`config.mk`:
```
export PLATFORM = sky130hd
export DESIGN_NAME = ir_pattern_capture_and_playback_unit_flat
export DESIGN_NICKNAME = d
export VERILOG_FILES = /design/src/rtl/irpcp_pkg.sv /design/src/rtl/irpcp_in_if.sv /design/src/rtl/irpcp_out_if.sv /design/src/rtl/irpcp_front.sv /design/src/rtl/irpcp_back.sv /design/src/rtl/ir_pattern_capture_and_playback_unit.sv /design/src/flat_wrapper.sv
export SDC_FILE = /design/constraint.sdc
export NUM_CORES = 2
export LEC_CHECK = 0
export ABC_AREA = 0
export BUFFER_PORTS_ARGS = -buffer_cell sky130_fd_sc_hd__buf_2
export CAP_MARGIN = 20
export CELL_PAD_IN_SITES_DETAIL_PLACEMENT = 1
export CELL_PAD_IN_SITES_GLOBAL_PLACEMENT = 1
export CORE_ASPECT_RATIO = 1.4
export CORE_UTILIZATION = 57
export CTS_BUF_LIST = sky130_fd_sc_hd__clkbuf_8 sky130_fd_sc_hd__clkbuf_16
export CTS_CLUSTER_DIAMETER = 30
export DETAILED_ROUTE_END_ITERATION = 10
export PLACE_DENSITY_LB_ADDON = 0.1
export SLEW_MARGIN = 20
export SYNTH_ARGS = -nofsm -noshare
export SYNTH_HDL_FRONTEND = slang
export SYNTH_MEMORY_MAX_BITS = 65536
export SYNTH_SLANG_ARGS = --single-unit
```
`constraint.sdc`:
```
create_clock -name i_clk -period 5.17 [get_ports i_clk]
set_input_delay 0.2585 -clock i_clk [delete_from_list [all_inputs] [get_ports i_clk]]
set_output_delay 0.2585 -clock i_clk [all_outputs]
set_load 0.05 [all_outputs]
```
`src/rtl/irpcp_pkg.sv`:
```
`timescale 1ns / 1ps
`default_nettype none

package irpcp_pkg;

    localparam int unsigned STORE_DEPTH_DEF = 256;
    localparam int unsigned WORD_W          = 16;
    localparam int unsigned CARRIER_W       = 8;
    localparam int unsigned CFG_IDX_W       = 2;

    localparam logic [WORD_W-1:0]    START_MARKER_RST = 16'd32766;
    localparam logic [WORD_W-1:0]    STOP_MARKER_RST  = 16'd32765;
    localparam logic [CARRIER_W-1:0] CARRIER_PER_RST  = 8'd26;
    localparam logic [CARRIER_W-1:0] CARRIER_HIGH_RST = 8'd13;

    typedef enum logic [CFG_IDX_W-1:0] {
        CFG_START_MARKER = 2'd0,
        CFG_STOP_MARKER  = 2'd1,
        CFG_CARRIER_PER  = 2'd2,
        CFG_CARRIER_HIGH = 2'd3
    } t_cfg_reg;

    typedef enum logic [1:0] {
        K_TICK  = 2'd0,
        K_START = 2'd1,
        K_STOP  = 2'd2,
        K_DATA  = 2'd3
    } t_kind;

    typedef struct packed {
        t_kind             kind;
        logic [WORD_W-1:0] word;
    } t_cmd;

    typedef struct packed {
        logic valid;
        t_cmd cmd;
    } t_qhead;

endpackage

`default_nettype wire

```
`src/rtl/irpcp_in_if.sv`:
```
`timescale 1ns / 1ps
`default_nettype none

interface irpcp_in_if;
    logic        valid;
    logic        ready;
    logic        operation;
    logic [15:0] word_in;

    modport source (output valid, output operation, output word_in, input ready);
    modport sink   (input valid, input operation, input word_in, output ready);
endinterface

`default_nettype wire

```
`src/rtl/irpcp_out_if.sv`:
```
`timescale 1ns / 1ps
`default_nettype none

interface irpcp_out_if;
    logic        valid;
    logic        ready;
    logic        ir_drive;
    logic        capture_led;
    logic        echo_valid;
    logic [15:0] echo_word;
    logic        word_ignored;
    logic        playing;
    logic        done_res;

    modport source (
        output valid, output ir_drive, output capture_led, output echo_valid,
        output echo_word, output word_ignored, output playing, output done_res,
        input ready
    );
    modport sink (
        input valid, input ir_drive, input capture_led, input echo_valid,
        input echo_word, input word_ignored, input playing, input done_res,
        output ready
    );
endinterface

`default_nettype wire

```
`src/rtl/irpcp_front.sv`:
```
`timescale 1ns / 1ps
`default_nettype none

module irpcp_front (
    input  wire                               i_clk,
    input  wire                               i_rst_n,
    irpcp_in_if.sink                          i_in,
    input  wire  [irpcp_pkg::WORD_W-1:0]      i_start_marker,
    input  wire  [irpcp_pkg::WORD_W-1:0]      i_stop_marker,
    input  wire                               i_pop,
    output irpcp_pkg::t_qhead                 o_head
);

    irpcp_pkg::t_cmd r_q [2];
    logic            r_wp;
    logic            r_rp;
    logic [1:0]      r_cnt;
    irpcp_pkg::t_cmd n_cmd;
    logic            push;
    logic            pop;

    assign i_in.ready = (r_cnt != 2'd2);
    assign push       = i_in.valid && i_in.ready;
    assign pop        = i_pop && (r_cnt != 2'd0);

    always_comb begin
        n_cmd.word = i_in.word_in;
        if (i_in.operation) begin
            n_cmd.kind = irpcp_pkg::K_TICK;
        end else if (i_in.word_in == i_start_marker) begin
            n_cmd.kind = irpcp_pkg::K_START;
        end else if (i_in.word_in == i_stop_marker) begin
            n_cmd.kind = irpcp_pkg::K_STOP;
        end else begin
            n_cmd.kind = irpcp_pkg::K_DATA;
        end
    end

    always_ff @(posedge i_clk) begin
        if (push) begin
            r_q[r_wp] <= n_cmd;
        end
        if (!i_rst_n) begin
            r_wp  <= 1'b0;
            r_rp  <= 1'b0;
            r_cnt <= 2'd0;
        end else begin
            if (push) begin
                r_wp <= ~r_wp;
            end
            if (pop) begin
                r_rp <= ~r_rp;
            end
            r_cnt <= r_cnt + {1'b0, push} - {1'b0, pop};
        end
    end

    assign o_head.valid = (r_cnt != 2'd0);
    assign o_head.cmd   = r_q[r_rp];

endmodule

`default_nettype wire

```
`src/rtl/irpcp_back.sv`:
```
`timescale 1ns / 1ps
`default_nettype none

module irpcp_back #(
    parameter int unsigned STORE_DEPTH = irpcp_pkg::STORE_DEPTH_DEF
) (
    input  wire                                i_clk,
    input  wire                                i_rst_n,
    input  irpcp_pkg::t_qhead                  i_head,
    output logic                               o_pop,
    input  wire  [irpcp_pkg::CARRIER_W-1:0]    i_carrier_per,
    input  wire  [irpcp_pkg::CARRIER_W-1:0]    i_carrier_high,
    irpcp_out_if.source                        o_out
);

    localparam int unsigned AW = (STORE_DEPTH > 1) ? $clog2(STORE_DEPTH) : 1;
    localparam int unsigned CW = $clog2(STORE_DEPTH + 1);
    localparam int unsigned WW = irpcp_pkg::WORD_W;
    localparam int unsigned PW = irpcp_pkg::CARRIER_W;

    typedef enum logic [1:0] {
        S_IDLE,
        S_SCAN_RD,
        S_SCAN_CHK
    } t_state;

    logic [WW-1:0] mem [STORE_DEPTH];
    logic [WW-1:0] r_rdata;
    logic          mem_we;
    logic [AW-1:0] mem_waddr;
    logic [AW-1:0] mem_raddr;

    t_state        r_state,   n_state;
    logic [CW-1:0] r_fill,    n_fill;
    logic          r_cap,     n_cap;
    logic          r_led,     n_led;
    logic          r_play,    n_play;
    logic [AW-1:0] r_pidx,    n_pidx;
    logic [CW-1:0] r_scan,    n_scan;
    logic [WW-1:0] r_mark,    n_mark;
    logic [WW-1:0] r_space,   n_space;
    logic [PW-1:0] r_phase,   n_phase;
    logic          r_ovalid,  n_ovalid;
    logic          r_ir,      n_ir;
    logic          r_oled,    n_oled;
    logic          r_ev,      n_ev;
    logic [WW-1:0] r_ew,      n_ew;
    logic          r_ign,     n_ign;
    logic          r_oplay,   n_oplay;
    logic          r_done,    n_done;

    logic [PW-1:0] period;
    logic [PW:0]   phase_inc;
    logic [WW-1:0] mark_sub;
    logic [WW-1:0] space_sub;
    logic          emit;
    logic          go_scan;

    assign period    = (i_carrier_per == '0) ? PW'(1) : i_carrier_per;
    assign phase_inc = {1'b0, r_phase} + (PW+1)'(1);
    assign mark_sub  = (r_mark > WW'(period)) ? (r_mark - WW'(period)) : '0;
    assign space_sub = (r_space != '0) ? (r_space - WW'(1)) : '0;

    always_comb begin
        n_state  = r_state;
        n_fill   = r_fill;
        n_cap    = r_cap;
        n_led    = r_led;
        n_play   = r_play;
        n_pidx   = r_pidx;
        n_scan   = r_scan;
        n_mark   = r_mark;
        n_space  = r_space;
        n_phase  = r_phase;
        n_ovalid = r_ovalid;
        n_ir     = r_ir;
        n_oled   = r_oled;
        n_ev     = r_ev;
        n_ew     = r_ew;
        n_ign    = r_ign;
        n_oplay  = r_oplay;
        n_done   = r_done;
        o_pop     = 1'b0;
        mem_we    = 1'b0;
        mem_waddr = r_fill[AW-1:0];
        mem_raddr = r_scan[AW-1:0];
        emit      = 1'b0;
        go_scan   = 1'b0;

        if (r_ovalid && o_out.ready) begin
            n_ovalid = 1'b0;
        end

        case (r_state)
            S_IDLE: begin
                if (i_head.valid && !r_ovalid) begin
                    o_pop  = 1'b1;
                    n_ir   = 1'b0;
                    n_ev   = 1'b0;
                    n_ew   = '0;
                    n_ign  = 1'b0;
                    n_done = 1'b0;
                    if (i_head.cmd.kind == irpcp_pkg::K_TICK) begin
                        if (r_play && !r_pidx[0]) begin
                            n_ir = (r_phase < i_carrier_high);
                            if (phase_inc >= {1'b0, period}) begin
                                n_phase = '0;
                                n_mark  = mark_sub;
                                if (mark_sub == '0) begin
                                    go_scan = 1'b1;
                                end
                            end else begin
                                n_phase = phase_inc[PW-1:0];
                            end
                        end else if (r_play) begin
                            n_space = space_sub;
                            if (space_sub == '0) begin
                                go_scan = 1'b1;
                            end
                        end
                        n_scan = CW'(r_pidx) + CW'(1);
                    end else begin
                        n_ev   = 1'b1;
                        n_ew   = i_head.cmd.word;
                        n_scan = '0;
                        if (r_play) begin
                            n_ign = 1'b1;
                        end else begin
                            case (i_head.cmd.kind)
                                irpcp_pkg::K_START: begin
                                    n_led  = 1'b1;
                                    n_cap  = 1'b1;
                                    n_fill = '0;
                                end
                                irpcp_pkg::K_STOP: begin
                                    n_led   = 1'b0;
                                    n_cap   = 1'b0;
                                    n_play  = 1'b1;
                                    go_scan = 1'b1;
                                end
                                default: begin
                                    if (r_cap && (r_fill < CW'(STORE_DEPTH))) begin
                                        mem_we = 1'b1;
                                        n_fill = r_fill + CW'(1);
                                    end
                                end
                            endcase
                        end
                    end
                    if (go_scan) begin
                        n_state = S_SCAN_RD;
                    end else begin
                        emit = 1'b1;
                    end
                end
            end
            S_SCAN_RD: begin
                if (r_scan < r_fill) begin
                    n_state = S_SCAN_CHK;
                end else begin
                    n_play  = 1'b0;
                    n_pidx  = '0;
                    n_mark  = '0;
                    n_space = '0;
                    n_phase = '0;
                    n_done  = 1'b1;
                    emit    = 1'b1;
                    n_state = S_IDLE;
                end
            end
            S_SCAN_CHK: begin
                if (r_rdata != '0) begin
                    n_pidx  = r_scan[AW-1:0];
                    n_phase = '0;
                    if (!r_scan[0]) begin
                        n_mark  = r_rdata;
                        n_space = '0;
                    end else begin
                        n_space = r_rdata;
                        n_mark  = '0;
                    end
                    emit    = 1'b1;
                    n_state = S_IDLE;
                end else begin
                    n_scan  = r_scan + CW'(1);
                    n_state = S_SCAN_RD;
                end
            end
            default: begin
                n_state = S_IDLE;
            end
        endcase

        if (emit) begin
            n_ovalid = 1'b1;
            n_oled   = n_led;
            n_oplay  = n_play;
        end
    end

    always_ff @(posedge i_clk) begin
        if (mem_we) begin
            mem[mem_waddr] <= i_head.cmd.word;
        end
        r_rdata <= mem[mem_raddr];
    end

    always_ff @(posedge i_clk) begin
        r_scan  <= n_scan;
        r_ir    <= n_ir;
        r_oled  <= n_oled;
        r_ev    <= n_ev;
        r_ew    <= n_ew;
        r_ign   <= n_ign;
        r_oplay <= n_oplay;
        r_done  <= n_done;
        if (!i_rst_n) begin
            r_state  <= S_IDLE;
            r_fill   <= '0;
            r_cap    <= 1'b0;
            r_led    <= 1'b0;
            r_play   <= 1'b0;
            r_ovalid <= 1'b0;
            r_pidx   <= '0;
            r_mark   <= '0;
            r_space  <= '0;
            r_phase  <= '0;
        end else begin
            r_state  <= n_state;
            r_fill   <= n_fill;
            r_cap    <= n_cap;
            r_led    <= n_led;
            r_play   <= n_play;
            r_ovalid <= n_ovalid;
            r_pidx   <= n_pidx;
            r_mark   <= n_mark;
            r_space  <= n_space;
            r_phase  <= n_phase;
        end
    end

    assign o_out.valid        = r_ovalid;
    assign o_out.ir_drive     = r_ir;
    assign o_out.capture_led  = r_oled;
    assign o_out.echo_valid   = r_ev;
    assign o_out.echo_word    = r_ew;
    assign o_out.word_ignored = r_ign;
    assign o_out.playing      = r_oplay;
    assign o_out.done_res     = r_done;

endmodule

`default_nettype wire

```
`src/rtl/ir_pattern_capture_and_playback_unit.sv`:
```
// IR pattern capture and playback unit.
// i_in carries one request per microsecond tick (operation = 1) or per received
// word (operation = 0, word_in). o_out returns exactly one result per request:
// emitter level, capture LED, echo of the word, ignored / playing / done flags.
// Configuration is written through i_cfg_we / i_cfg_idx / i_cfg_data: start
// marker, stop marker, carrier period and carrier high time. The user must
// write it only while idle; the unit itself does not enforce this. A two-entry
// queue sits between the input classifier and the execution unit, so requests
// are taken while a result waits in the output register. A request passes
// through the queue and then the output register; the execution unit takes
// the next request from the queue only once the output register is empty.
// The stop marker and the end of each segment search the store for the next
// nonzero entry, with one memory read and one check per entry examined.
// When o_out stalls, the result holds, the queue fills and i_in.ready drops.
// Reset restores the configuration defaults and clears capture, LED and
// playback state; the pattern store needs no clearing pass.
`timescale 1ns / 1ps
`default_nettype none

module ir_pattern_capture_and_playback_unit #(
    parameter int unsigned STORE_DEPTH = irpcp_pkg::STORE_DEPTH_DEF
) (
    input  wire                                i_clk,
    input  wire                                i_rst_n,
    irpcp_in_if.sink                           i_in,
    irpcp_out_if.source                        o_out,
    input  wire                                i_cfg_we,
    input  wire  [irpcp_pkg::CFG_IDX_W-1:0]    i_cfg_idx,
    input  wire  [irpcp_pkg::WORD_W-1:0]       i_cfg_data
);

    logic [irpcp_pkg::WORD_W-1:0]    r_start_marker;
    logic [irpcp_pkg::WORD_W-1:0]    r_stop_marker;
    logic [irpcp_pkg::CARRIER_W-1:0] r_carrier_per;
    logic [irpcp_pkg::CARRIER_W-1:0] r_carrier_high;
    irpcp_pkg::t_qhead               head;
    logic                            pop;

    always_ff @(posedge i_clk) begin
        if (!i_rst_n) begin
            r_start_marker <= irpcp_pkg::START_MARKER_RST;
            r_stop_marker  <= irpcp_pkg::STOP_MARKER_RST;
            r_carrier_per  <= irpcp_pkg::CARRIER_PER_RST;
            r_carrier_high <= irpcp_pkg::CARRIER_HIGH_RST;
        end else if (i_cfg_we) begin
            case (irpcp_pkg::t_cfg_reg'(i_cfg_idx))
                irpcp_pkg::CFG_START_MARKER: r_start_marker <= i_cfg_data;
                irpcp_pkg::CFG_STOP_MARKER:  r_stop_marker  <= i_cfg_data;
                irpcp_pkg::CFG_CARRIER_PER:
                    r_carrier_per  <= i_cfg_data[irpcp_pkg::CARRIER_W-1:0];
                irpcp_pkg::CFG_CARRIER_HIGH:
                    r_carrier_high <= i_cfg_data[irpcp_pkg::CARRIER_W-1:0];
                default: begin
                end
            endcase
        end
    end

    irpcp_front u_front (
        .i_clk          (i_clk),
        .i_rst_n        (i_rst_n),
        .i_in           (i_in),
        .i_start_marker (r_start_marker),
        .i_stop_marker  (r_stop_marker),
        .i_pop          (pop),
        .o_head         (head)
    );

    irpcp_back #(
        .STORE_DEPTH (STORE_DEPTH)
    ) u_back (
        .i_clk          (i_clk),
        .i_rst_n        (i_rst_n),
        .i_head         (head),
        .o_pop          (pop),
        .i_carrier_per  (r_carrier_per),
        .i_carrier_high (r_carrier_high),
        .o_out          (o_out)
    );

    a_ignored_only_in_playback: assert property (@(posedge i_clk) disable iff (!i_rst_n)
        o_out.valid && o_out.word_ignored |-> o_out.echo_valid && o_out.playing)
        else $error("ignored word outside playback");

    a_done_ends_playback: assert property (@(posedge i_clk) disable iff (!i_rst_n)
        o_out.valid && o_out.done_res |-> !o_out.playing && !o_out.capture_led)
        else $error("done flagged while playing or capturing");

    a_word_drives_no_ir: assert property (@(posedge i_clk) disable iff (!i_rst_n)
        o_out.valid && o_out.echo_valid |-> !o_out.ir_drive)
        else $error("emitter driven on a word result");

    a_led_off_in_playback: assert property (@(posedge i_clk) disable iff (!i_rst_n)
        o_out.valid |-> !(o_out.capture_led && o_out.playing))
        else $error("capture LED on during playback");

endmodule

`default_nettype wire

```
`src/flat_wrapper.sv`:
```
// flat-port wrapper written by rule: the top's interface ports become plain ports
module ir_pattern_capture_and_playback_unit_flat 
#(
    parameter int unsigned STORE_DEPTH = irpcp_pkg::STORE_DEPTH_DEF
)
  (i_clk, i_rst_n, i_cfg_we, i_cfg_idx, i_cfg_data, i_in_valid, i_in_operation, i_in_word_in, i_in_ready, o_out_valid, o_out_ir_drive, o_out_capture_led, o_out_echo_valid, o_out_echo_word, o_out_word_ignored, o_out_playing, o_out_done_res, o_out_ready);
  irpcp_in_if i_in_i ();
  irpcp_out_if o_out_i ();
  input  wire i_clk;
  input  wire i_rst_n;
  input  wire i_cfg_we;
  input  wire  [irpcp_pkg::CFG_IDX_W-1:0] i_cfg_idx;
  input  wire  [irpcp_pkg::WORD_W-1:0] i_cfg_data;
  input wire logic [$bits(i_in_i.valid)-1:0] i_in_valid;
  input wire logic [$bits(i_in_i.operation)-1:0] i_in_operation;
  input wire logic [$bits(i_in_i.word_in)-1:0] i_in_word_in;
  output wire logic [$bits(i_in_i.ready)-1:0] i_in_ready;
  output wire logic [$bits(o_out_i.valid)-1:0] o_out_valid;
  output wire logic [$bits(o_out_i.ir_drive)-1:0] o_out_ir_drive;
  output wire logic [$bits(o_out_i.capture_led)-1:0] o_out_capture_led;
  output wire logic [$bits(o_out_i.echo_valid)-1:0] o_out_echo_valid;
  output wire logic [$bits(o_out_i.echo_word)-1:0] o_out_echo_word;
  output wire logic [$bits(o_out_i.word_ignored)-1:0] o_out_word_ignored;
  output wire logic [$bits(o_out_i.playing)-1:0] o_out_playing;
  output wire logic [$bits(o_out_i.done_res)-1:0] o_out_done_res;
  input wire logic [$bits(o_out_i.ready)-1:0] o_out_ready;
  assign i_in_i.valid = i_in_valid;
  assign i_in_i.operation = i_in_operation;
  assign i_in_i.word_in = i_in_word_in;
  assign i_in_ready = i_in_i.ready;
  assign o_out_valid = o_out_i.valid;
  assign o_out_ir_drive = o_out_i.ir_drive;
  assign o_out_capture_led = o_out_i.capture_led;
  assign o_out_echo_valid = o_out_i.echo_valid;
  assign o_out_echo_word = o_out_i.echo_word;
  assign o_out_word_ignored = o_out_i.word_ignored;
  assign o_out_playing = o_out_i.playing;
  assign o_out_done_res = o_out_i.done_res;
  assign o_out_i.ready = o_out_ready;
  ir_pattern_capture_and_playback_unit #(.STORE_DEPTH(STORE_DEPTH)) u_core (.i_clk(i_clk), .i_rst_n(i_rst_n), .i_in(i_in_i), .o_out(o_out_i), .i_cfg_we(i_cfg_we), .i_cfg_idx(i_cfg_idx), .i_cfg_data(i_cfg_data));
endmodule
```
Word level (Yosys, flattened, before mapping)
Memories as Yosys holds them, arrays and structs flattened. A register that Yosys moved wholly into a read port is not among the register bits.
Cells that the tools add are included.

word-level totals
  register bits = 146
  bits in latches = 0
  RAM bits = 4132
  ROM bits = 0
  input bits = 40
  output and inout bits = 24
  logic and storage cells = 193
  memories kept = 2

operators by class
  add/subtract/negate cells = 8
  $mul = 0
  divide/modulo/power cells = 0
  magnitude comparators = 5
  equal/unequal tests = 20
  shift-type cells = 0
  mux-type cells = 88
  bitwise operators = 5
  reductions and logical operators = 40

memory list
  memory              depth  bits a word  rd ports  clocked after memory_dff  wr ports  line               source
  u_core.u_back.mem   256    16           1         1                         1         irpcp_back.sv:27   logic [WW-1:0] mem [STORE_DEPTH];
  u_core.u_front.r_q  2      18           1         1                         1         irpcp_front.sv:14  irpcp_pkg::t_cmd r_q [2];

operator list
  cell                                                count
  two-way mux 16 bit                                  15
  one-hot mux 16 bit (3 select lines)                 2
  two-way mux 8 bit                                   8
  two-way mux 1 bit                                   44
  two-way mux 9 bit                                   4
  one-hot mux 9 bit (2 select lines)                  2
  == test 16 bit                                      2
  logical NOT 16 bit                                  2
  nonzero test 16 bit                                 2
  one-hot mux 8 bit (3 select lines)                  1
  != test 2 bit, second input constant                11
  adder 8 x 1 -> 9 bit, second input constant         2
  adder 9 x 1 -> 9 bit, second input constant         2
  > comparator 16 x 8 -> 1 bit                        1
  one-hot mux 8 bit (2 select lines)                  1
  subtractor 16 x 1 -> 16 bit, second input constant  1
  subtractor 16 x 8 -> 16 bit                         1
  AND reduction 2 bit                                 7
  AND reduction 7 bit                                 2
  nonzero test 2 bit                                  7
  AND reduction 6 bit                                 2
  two-way mux 2 bit                                   5
  greater-or-equal comparator 9 x 8 -> 1 bit          1
  less-than comparator 9 bit                          1
  other kinds (18)                                    40

Logic depth before layout (Yosys ltp)
  depth in word-level cells = 15
  depth in mapped cells = 15
  depth with buffers taken out = 14

By module
Synthesis repeated with hierarchy kept, for this count alone.

second synthesis, totals
  cell total of the unflattened synthesis = 7226
  area total of the unflattened synthesis = 166737.4 µm²

by module, submodules not included
  module                                times used  cells an instance  area an instance (µm²)  sequential area each (µm²)
  irpcp_back                            1           6916               162871.2                125510.4
  ir_pattern_capture_and_playback_unit  1           187                1953.1                  960.9
  irpcp_front                           1           123                1913.1                  1181.1

Worst setup path before layout
Ideal clock, no wire load.

  path type = flip-flop to flip-flop
  start = register (tool-made name)
  end = memory u_core.u_back.mem[161][0] (netlist name), enable pin
  setup time = 0.388 ns
  arrival = 3.880 ns
  data required time = 4.782 ns
  slack = 0.902 ns
  cell stages (with the launch flop) = 13
  buffers on the path = 4
  clock period less this slack = 4.268 ns
  path through = dfxtp_1 > clkbuf_1 > buf_1 > mux2i_1 > ha_1 > clkbuf_1 > nor2_1 > nand2_1 > or4b_2 > nor3_1 > nand2_1 > clkbuf_1 > nor2_1

RTL lines
  element           line
  end: declaration  irpcp_back.sv:27

==> results.md <==
* Status: complete, no violations
* Root buf cell: clkbuf_16
* Wirelength, routed at 443 mm
* XOR/XNOR Fraction of Synth Area at 0.401%
* Logic pwr share at 26.7%
* Setup violators final at 0
* CP Cell Sequence: mux2i_1, ha_1, nor2_1, nand2_1, or4b_2, nor3_1, buf_4, nand2_1, nor2_1, buf_12
* Die Wd at 458 um
* Area Growth Syn to Fin at 17.6%
* Syn Nets at between 7000 and 8000
* Worst Hold End: u_core.u_front.r_q[1][15]
* Top post-synthesis cells by area: edfxtp_1, mux4_2, dfxtp_1
* Worst path bufs/invs at 2
* Maximum achievable frequency at 222 MHz
* Synthesized instance count at 7148
* Final Core Density at 67.4%
* CP endpoint kind: register
* Vias per cell at 6.58
* Hold path depth at 2
* TNS Setup at 0 ns
* Worst Min Path Start: i_in_word_in[15]
* Rows at roughly 230
* Worst-path maximum fanout at 16
* Starting DRT DRC Count at about 8800
* Clock slew at reported path FFs at 0.05 ns
* Post-Route Skew at 0.0457 ns
* Pin count of the biggest net entering global routing at 149
* Critical-path top delay cell: or4b_2
* Post-synth EDFFs at 4163
* Most area-hungry cell type in the Yosys netlist: edfxtp_1
* Starting Density at 57.3%
* Fraction of registers with async set/reset at 0%
* Unique masters post-synth at 62
* Sequential fraction of the synthesis area at 76.9%
* Yosys top cell area share at 75.3%
* Hold Fails Final Rpt at 0
* Inserted Clock Buffers at between 600 and 700
* Max Root-Sink Buffers at 4
* Slew margin rel. at 16.3%
* PD cells at 588 mW/mm2
* R2R Path End: u_core.u_back.mem[131][14]
* Top FF cell, synth: edfxtp_1
* CP peak stage delay at 0.82 ns
* WP data arrival at a little over 5 ns
* Unrepaired setup endpoints after global routing: false
* Net switching power at 34.6 mW
* Synth Area per Inst at about 23 um2
* First-pass detailed-route iteration total at 5
* Tcrit/Tclk final at 87.3%
* First-pass GRT wire length at 631 mm
* Clock group share of total power at between 30% and 40%
* Share of layout cells above drive strength 1 at 35.0%
* Hold WC Path Type: in2reg
* Register share of total power at 36.6%
* Detail Route Antenna Nets at 0
* Sw Share at a little under a third
* Critical Setup Path Class: reg2reg
* Post-Syn Area at about 0.17 mm2
* Simple-gate share of the synthesized area at roughly 1.8%
* Cell family contributing the most delay on the critical path: simple AND/OR/NAND/NOR gates
* Htree depth at 6
* Levels on crit path at 10
* Routability-driven placement congestion ratio at 0.829
* Remaining DRCs at 0
* Core area at 0.290 mm2
* Number of global-route vias before repair at 85600
* Vias at 80300
* Initial antenna violation count at 31
* CP Launch Type: register
* Adder-Cell Fraction of Synth Area at 0.389%
* # Max-Cap Violations at 0
* Port bufs at 63
* CTS tree: done
* Slew Limit Fails at 0
* Die area at 0.294 mm2
* # IOs at 64
* Hpwl dp at 262 mm
* Die Span Y at 641 um
* Clock Latency Late Sink at 0.93 ns
* Layout Nets at 8007
* Peak supply drop at roughly 620 uV
* Worst slew pin tran at 1.26 ns
* Internal Power at roughly 80 mW
* LEAKAGE at 62.7 nW
* Largest family of logic cells by synthesized area: multiplexers
* CTS sink count at around 4300
* Compound-cell area share of the yosys netlist at less than 1%
* Total GRT Usage at 30.6%
* Worst EP required at 5.78 ns
* Post-synthesis mux area share at 18.7%
* DR WL/cell at roughly 36 um
* Flops & latches, synth at 4295
* Reg2Reg Setup Slack at 0.66 ns
* Yosys warning count at 0
* Fill cell count at 22100
* GRT Residual Overflow at 0
* Shortest period the worst path allows at 4.51 ns
* Worst-case reg-to-reg path depth at 10
## power groups by stage
stage          logic, mW  registers, mW  clock network, mW
2_1_floorplan       18.5           42.9                  0
3_3_place_gp        30.1           42.6                  0
3_5_place_dp        30.7           42.7                  0
4_1_cts             30.9           42.0               42.6
5_1_grt             31.8           42.0               43.8
6_report            30.6           42.0               42.1
## synth_stat cells, types with 4 or more instances
| cell | instances |
|---|---|
| xor2_1 | 31 |
| a22oi_1 | 12 |
| a31o_2 | 4 |
| a21o_1 | 9 |
| o31ai_1 | 5 |
| or4_1 | 4 |
| mux2i_1 | 15 |
| nor3_1 | 20 |
| dfxtp_1 | 132 |
| o22ai_1 | 4 |
| and2_1 | 22 |
| or3_1 | 5 |
| clkbuf_1 | 230 |
| nand3b_1 | 4 |
| nor4_1 | 19 |
| nand2b_1 | 10 |
| a21oi_1 | 36 |
| a31oi_1 | 6 |
| buf_1 | 76 |
| o211ai_1 | 8 |
| a32o_1 | 9 |
| edfxtp_1 | 4163 |
| xnor2_1 | 45 |
| nor2_1 | 335 |
| ha_1 | 50 |
| mux2_2 | 17 |
| a211oi_1 | 19 |
| a21boi_0 | 4 |
| buf_2 | 79 |
| nand2_1 | 183 |
| and3_1 | 9 |
| o21a_1 | 4 |
| o31a_1 | 4 |
| nor2b_1 | 7 |
| o21ai_0 | 40 |
| nand3_1 | 61 |
| nand4_1 | 14 |
| inv_1 | 50 |
| or2_2 | 4 |
| o211a_1 | 7 |
| mux4_2 | 1360 |
## layer usage
metal | wire length [um] | GRT usage, % | vias up
met1 | 163000 | 39.6 | 43700
met5 | 82 | 0 | -
met3 | 31700 | 5.10 | 804
met4 | 19000 | 12.6 | 14
met2 | 230000 | 52.1 | 3726
li1 | - | - | 32100
## sequential cells by signal, summed over array words and instances (netlist names), 2 cells and up, named ones only
name and flops:
u_core.u_back.r_phase 8, u_core.r_start_marker 16, u_core.u_front.r_cnt 2, u_core.u_back.r_space 16, u_core.u_back.r_pidx 8, u_core.r_stop_marker 16
u_core.r_carrier_high 8, u_core.u_back.r_mark 16, u_core.u_back.r_scan 9, u_core.u_back.r_fill 9, u_core.r_carrier_per 8, u_core.u_back.o_out.echo_word 16
u_core.u_back.r_state 2, u_core.u_back.r_rdata 16, u_core.u_front.r_q 36, u_core.u_back.mem 4096
## worst max-delay path by stage
stage / startpoint / slack [ns] / to
after floorplan: register / 0.90 / u_core.u_back.mem[161][0]
after global placement: register / 0.83 / u_core.u_back.mem[129][5]
after detailed placement: register / 0.72 / u_core.u_back.mem[128][9]
after CTS: register / 0.64 / u_core.u_back.mem[131][9]
after global routing: register / 0.50 / u_core.u_back.mem[171][13]
final: register / 0.66 / u_core.u_back.mem[131][14]
## worst reg2reg max path, stage by stage (launching register included)
cell and delay (ns):
dfxtp_2 0.51, mux2i_1 0.22, ha_1 0.37, nor2_1 0.22, nand2_1 0.13, or4b_2 0.82
nor3_1 0.44, buf_4 0.30, nand2_1 0.37, nor2_1 0.60, buf_12 0.23
## cell families (layout without fill, tap and decap cells)
logic type,Yosys count,count (layout)
xor gates and xnor gates,76,76
DFF,4295,4295
muxes,1392,1392
adders and majority gates,51,51
other,0,23
buffers and inverters,436,1702
and+or+nand+nor,708,708
AOI/OAI and AO/OA,190,190
## per-stage QoR
step	hold slack, ns	total power, mW	std cells	cell area [um2]	setup slack, ns
after global placement	0.446	72.7	11000	174000	0.827
final	0.135	115	12200	195000	0.656
after global routing	0.122	118	12200	195000	0.501
after floorplan	0.357	61.4	7148	166000	0.902
after detailed placement	0.456	73.4	11000	174000	0.724
after CTS	0.0683	115	12200	195000	0.638
## cells in the final DEF (no fill, tap or decap), types with 15 or more instances in the layout
cell type	synthesis	final
a211oi_1	19	19
a21oi_1	36	35
and2_1	22	22
buf_12	0	58
buf_2	79	63
buf_4	0	381
bufinv_16	0	76
clkbuf_16	0	627
clkinv_1	0	59
clkinv_2	0	71
clkinv_4	0	47
clkinvlp_4	0	54
dfxtp_1	132	131
diode_2	0	23
dlygate4sd3_1	0	44
edfxtp_1	4163	4163
ha_1	50	50
inv_1	50	93
inv_6	0	85
inv_8	0	32
mux2_8	0	16
mux2i_1	15	15
mux4_2	1360	1360
nand2_1	183	171
nand3_1	61	57
nor2_1	335	310
nor2_2	0	24
nor3_1	20	18
nor4_1	19	18
o21ai_0	40	40
xnor2_1	45	45
xor2_1	31	31
## cell type report
type	instances	area, um2	area share (%)
sequential	4295	128000	65.4
multi-input combinational	2417	37100	19.0
clock buffer	629	15700	8.05
clock inverter	477	5100	2.61
timing repair buffer	546	4780	2.45
tap	3776	4720	2.42
inverter	50	188	0.0961
antenna	23	57.6	0.0295
## what timing repair did
action,in CTS,in global routing
setup buffers,0,0
resized for setup,0,0
hold endpoints to repair,101,0
hold buffers,44,0
setup endpoints to repair,0,0
No activity file was read; power rests on OpenSTA's default activity.
